<file path="src/rtl/complex_int16_matrix_multiply_defines.svh">
// assertion macros for the complex matrix multiply block
// used by complex_int16_matrix_multiply.sv; no other dependencies
`ifndef COMPLEX_INT16_MATRIX_MULTIPLY_DEFINES_SVH
`define COMPLEX_INT16_MATRIX_MULTIPLY_DEFINES_SVH
`ifndef SYNTHESIS
`define CIMM_ASSERT_IMP(name, clk, rst, ante, cons) \
   name: assert property (@(posedge clk) disable iff (rst) (ante) |-> (cons)) \
      else $error("cimm assertion failed");
`define CIMM_ASSERT_NEXT(name, clk, rst, ante, cons) \
   name: assert property (@(posedge clk) disable iff (rst) (ante) |=> (cons)) \
      else $error("cimm assertion failed");
`else
`define CIMM_ASSERT_IMP(name, clk, rst, ante, cons)
`define CIMM_ASSERT_NEXT(name, clk, rst, ante, cons)
`endif
`endif

</file>
<file path="src/rtl/cimm_pkg.sv">
// shared types and constants of the complex matrix multiply block
// no dependencies
`timescale 1ns / 1ps
package cimm_pkg;
   localparam int CMD_W     = 2;
   localparam int ROW_W     = 3;
   localparam int VALUE_W   = 16;
   localparam int SUM_W     = 32;
   localparam int DIM_W     = 4;
   localparam int CSR_IDX_W = 2;

   localparam logic [CMD_W-1:0] CMD_WRITE_A = 2'd0;
   localparam logic [CMD_W-1:0] CMD_WRITE_B = 2'd1;
   localparam logic [CMD_W-1:0] CMD_COMPUTE = 2'd2;

   localparam logic [CSR_IDX_W-1:0] CSR_ROWS_A    = 2'd0;
   localparam logic [CSR_IDX_W-1:0] CSR_INNER_LEN = 2'd1;
   localparam logic [CSR_IDX_W-1:0] CSR_COLS_B    = 2'd2;

   // bookkeeping that travels with one multiply-accumulate step
   typedef struct packed {
      logic [ROW_W-1:0] row;
      logic [ROW_W-1:0] col;
      logic             first;  // first step of an element, restart the sum
      logic             fin;    // final step of an element, emit the sum
      logic             zero;   // empty inner dimension, contribute nothing
      logic             last;   // final element of the product
   } tag_type;
endpackage

</file>
<file path="src/rtl/cimm_cmac.sv">
// pipelined complex multiply-accumulate unit: multiply, combine, accumulate
// depends on cimm_pkg
`timescale 1ns / 1ps
module cimm_cmac #(
   parameter int ELEM_WIDTH = 16
) (
   input  logic                                clock,
   input  logic                                reset,
   input  logic                                in_valid,
   input  cimm_pkg::tag_type                   in_tag,
   input  logic signed [ELEM_WIDTH-1:0]        a_re,
   input  logic signed [ELEM_WIDTH-1:0]        a_im,
   input  logic signed [ELEM_WIDTH-1:0]        b_re,
   input  logic signed [ELEM_WIDTH-1:0]        b_im,
   output logic                                out_valid,
   output logic [cimm_pkg::ROW_W-1:0]          out_row,
   output logic [cimm_pkg::ROW_W-1:0]          out_col,
   output logic signed [cimm_pkg::SUM_W-1:0]   out_sum_re,
   output logic signed [cimm_pkg::SUM_W-1:0]   out_sum_im,
   output logic                                out_last,
   output logic                                active
);
   import cimm_pkg::*;

   localparam int PROD_W = 2 * ELEM_WIDTH;

   // products
   logic                     p_v_ff;
   tag_type                  p_tag_ff;
   logic signed [PROD_W-1:0] p_rr_ff, p_ii_ff, p_ri_ff, p_ir_ff;
   logic signed [PROD_W-1:0] p_rr_in, p_ii_in, p_ri_in, p_ir_in;

   // combined terms
   logic                    t_v_ff;
   tag_type                 t_tag_ff;
   logic signed [SUM_W-1:0] t_re_ff, t_im_ff;
   logic signed [SUM_W-1:0] t_re_in, t_im_in;

   // accumulator and result
   logic signed [SUM_W-1:0] acc_re_ff, acc_im_ff;
   logic signed [SUM_W-1:0] acc_re_in, acc_im_in;
   logic                    out_valid_ff;
   logic [ROW_W-1:0]        out_row_ff, out_col_ff;
   logic signed [SUM_W-1:0] out_re_ff, out_im_ff;
   logic                    out_last_ff;

   assign p_rr_in = a_re * b_re;
   assign p_ii_in = a_im * b_im;
   assign p_ri_in = a_re * b_im;
   assign p_ir_in = a_im * b_re;

   always_comb begin
      if (p_tag_ff.zero) begin
         t_re_in = '0;
         t_im_in = '0;
      end else begin
         t_re_in = SUM_W'(p_rr_ff) - SUM_W'(p_ii_ff);
         t_im_in = SUM_W'(p_ri_ff) + SUM_W'(p_ir_ff);
      end
   end

   always_comb begin
      acc_re_in = (t_tag_ff.first ? '0 : acc_re_ff) + t_re_ff;
      acc_im_in = (t_tag_ff.first ? '0 : acc_im_ff) + t_im_ff;
   end

   always_ff @(posedge clock) begin
      if (reset) begin
         p_v_ff       <= 1'b0;
         t_v_ff       <= 1'b0;
         out_valid_ff <= 1'b0;
      end else begin
         p_v_ff       <= in_valid;
         t_v_ff       <= p_v_ff;
         out_valid_ff <= t_v_ff && t_tag_ff.fin;
      end
   end

   always_ff @(posedge clock) begin
      p_tag_ff <= in_tag;
      p_rr_ff  <= p_rr_in;
      p_ii_ff  <= p_ii_in;
      p_ri_ff  <= p_ri_in;
      p_ir_ff  <= p_ir_in;
      t_tag_ff <= p_tag_ff;
      t_re_ff  <= t_re_in;
      t_im_ff  <= t_im_in;
      if (t_v_ff) begin
         acc_re_ff <= acc_re_in;
         acc_im_ff <= acc_im_in;
      end
      if (t_v_ff && t_tag_ff.fin) begin
         out_row_ff  <= t_tag_ff.row;
         out_col_ff  <= t_tag_ff.col;
         out_re_ff   <= acc_re_in;
         out_im_ff   <= acc_im_in;
         out_last_ff <= t_tag_ff.last;
      end
   end

   assign out_valid  = out_valid_ff;
   assign out_row    = out_row_ff;
   assign out_col    = out_col_ff;
   assign out_sum_re = out_re_ff;
   assign out_sum_im = out_im_ff;
   // last only shows alongside its result
   assign out_last   = out_last_ff & out_valid_ff;
   assign active     = p_v_ff | t_v_ff;
endmodule

</file>
<file path="config.mk">
export PLATFORM = sky130hd
export DESIGN_NAME = cimm_cmac
export DESIGN_NICKNAME = d
export VERILOG_FILES = /design/src/rtl/complex_int16_matrix_multiply_defines.svh /design/src/rtl/cimm_pkg.sv /design/src/rtl/cimm_cmac.sv
export SDC_FILE = /design/constraint.sdc
export NUM_CORES = 2
export LEC_CHECK = 0
export ABC_AREA = 1
export BUFFER_PORTS_ARGS = -buffer_cell sky130_fd_sc_hd__clkbuf_2
export CAP_MARGIN = 20
export CORE_MARGIN = 3
export CORE_UTILIZATION = 25
export CTS_CLUSTER_DIAMETER = 120
export CTS_CLUSTER_SIZE = 12
export DETAILED_ROUTE_END_ITERATION = 8
export GPL_ROUTABILITY_DRIVEN = 1
export SETUP_SLACK_MARGIN = 0.15
export SLEW_MARGIN = 20
export SYNTH_ARGS = -nofsm -noshare
export SYNTH_HDL_FRONTEND = slang
export SYNTH_SLANG_ARGS = --single-unit
</file>
<file path="constraint.sdc">
create_clock -name clock -period 9.6 [get_ports clock]
set_input_delay 1.92 -clock clock [delete_from_list [all_inputs] [get_ports clock]]
set_output_delay 1.92 -clock clock [all_outputs]
set_load 0.05 [all_outputs]
</file>
==> impl_metrics.ini <==
[status]
status = finished clean

[global_routing]
met2_usage_pct = 23.2
antenna_found_initial = 38
grt-busiest-layer = met2
grt_overflow = 0
grt_util_met1_pct = 19.9
grt_max_degree = 72
track_usage_pct = 14.3
grt_first_pass_wirelength_um = 281000
grt_pass1_vias = 49100
gr-usage-met3_pct = 2.04

[detailed_routing]
drt_iter0_markers = 3636
wl_per_cell_um = 15.7
drc_errors = 0
viasPerCell = 4.26
ant_nets = 0
dr_total_vias = 48300
wirelength_um = 178000
dr.pass1.iters = 5

[synth]
syn-num-nets = 9656
synth_seq_cells = 349
synth_warnings = 0
synth_cells = 8075
syn_area_um2 = 60800
synth_most_common_cell = inv_1
yosysUniqueCellTypes = 38
synth.top_cell.area_share_pct = 34.6
synthTopCellsByArea = fa_1 35%, inv_1 14%, nand2_1 14%
async_flop_share_pct = 0
synth-seq-area-share_pct = 13.7
synth_area_leader_cell = fa_1
ys.flop_type = dfxtp_1
synth_edf_count = 135
synth.avg_cell_area_um2 = 7.53
yosys-top-cells-count = 2276 x inv_1, 2226 x nand2_1, 1052 x fa_1, 452 x ha_1, 427 x nor2_1

[finish]
nets = 9690
final_cell_area_um2 = 66200
area_growth_pct = 8.89
stdcell_count = 11300
drive_above_1_share_pct = 4.27

[clocking]
post_cts_buffers = 0
cts.clk_slew.worst_paths_ns = 0.07
cts_buffers = 35
clk-insertion-delay-late_ns = 0.58
cts_tree = done
clock-root-buffer = clkbuf_16
ctsResizeCount = 0
ctsHoldBuffers = 0
clk_path_buf_depth = 3
cts_htree_levels = 2
cts_sinks = 349

[setup_path]
cp-end-kind = register
worst-path-max-fanout = 32
crit_required_ns = 10.06
rrSetupSlack_ns = 6.52
cp.arrival_ns = 8.09
worst_path_max_delay_cell = fa_1
r2r-start = t_tag_ff[3]$_DFF_P_
path_class = input port to register
ff2ff_path_depth = 14
worstPathCellList = clkbuf_2 > nand2_1 > inv_1 > fa_1 > fa_1 > fa_1 > fa_1 > fa_1 > inv_1 > fa_1 > inv_1 > ha_1 > nand2_1 > nor2_1 > inv_1 > nor2_1 > and2_1 > nand2_1 > nand2_1 > inv_1 > nand2_1 > nand2_1
cp-start-kind = input port
critPathMaxStageDelay_ns = 0.97
critPathLaunch = a_im[15]

[placed_design]
dp_hpwl_um = 148000
place.gp.congestion = 0.937
port_buffers = 149
dp_cells = 11300
placed_area_um2 = 65200

[sta]
finalClockSkew_ns = 0.0339
holdWs_ns = 0.328
fmax_mhz = 131
period_minus_slack_ns = 7.63
rsz0062_at_grt = false
setup_violations = 0
tns_ns = 0
timing.final.crit_share_pct = 79.4
relSlewSlack_pct = 22.2
hold_viol = 0
slew_viol_final = 0
worst_pin_slew_ns = 1.17

[floorplanning]
num_rows = 180
die_w_um = 499
core_um2 = 241000
initial_core_util_pct = 25.2
pin_count = 150
dieArea_um2 = 249000
die_y_um = 499

[worst_hold_path]
hold_depth = 0
hold_path.class = register to register
hp-start = p_tag_ff[8]$_DFF_P_

[run]
cap_violations = 0
[worst paths after layout]
check | end
min | t_tag_ff[8]$_DFF_P_
max reg2reg | acc_re_ff[29]$_DFFE_PP_
max | p_ii_ff[31]$_DFF_P_
min reg2reg | t_tag_ff[8]$_DFF_P_
[worst max-delay path, delay by kind of cell]
kind / cells / cell delay [ns]
buffers and inverters: 6 / 1.03
AND/OR/NAND/NOR: 9 / 1.10
adder cells (fa/ha/maj): 7 / 3.99
[state kept, by name (all words and copies together), names as in the netlist]
register / flops
t_v_ff: 1
t_im_ff: 32
out_last_ff: 1
p_rr_ff: 32
out_col: 3
t_tag_ff: 9
acc_re_ff: 32
out_sum_re: 32
out_row: 3
out_sum_im: 32
p_ri_ff: 32
t_re_ff: 32
acc_im_ff: 32
p_tag_ff: 10
out_valid: 1
p_v_ff: 1
p_ii_ff: 32
p_ir_ff: 32
[per-layer routing]
layer,wire (µm),part of all wire (%)
met2,80800,46
met4,4010,2.3
met5,66,0.037
met1,81800,46
met3,10900,6.1
[through the flow]
stage | setup slack (ns) | util (%)
after floorplan | 2.60 | -
after global placement | 1.48 | 27.0
after detailed placement | 1.41 | 27.0
after CTS | 2.01 | 27.4
after global routing | 1.63 | 27.4
final | 1.97 | 27.4
[placed cells by master, fill, tap and decap left out, drive strengths merged, types with 75 or more instances in the layout]
cell type,n
a21oi,281
clkbuf,200
dfxtp,214
edfxtp,135
fa,1052
ha,452
inv,2287
nand2,2257
nand3,224
nand4,75
nor2,457
o21ai,136
xor2,99
[cell type report]
cell class | instances | area [µm²]
diodes | 19 | 47.5
fillers | 26400 | 175000
clock inverters | 5 | 48.8
repair buffers | 202 | 1160
flip-flops and latches | 349 | 8340
clock buffers | 51 | 936
multi-input cells | 5231 | 43100
inverters | 2290 | 8600
well taps | 3185 | 3990
[kinds of logic (layout without fill, tap and decap cells)]
kind of cell	Yosys count	after routing	share of synthesized area [%]
compound gates	485	485	4.29
other cells	0	19	0
xor+xnor	126	126	1.82
flops	349	349	13.7
fa+ha+maj	1504	1504	44.0
simple gates	3116	3116	20.8
buf+inv	2495	2548	15.4
Power is left out: the tool's default activity adds up to more than one toggle a clock period on the data nets, which glitch-free logic cannot reach.
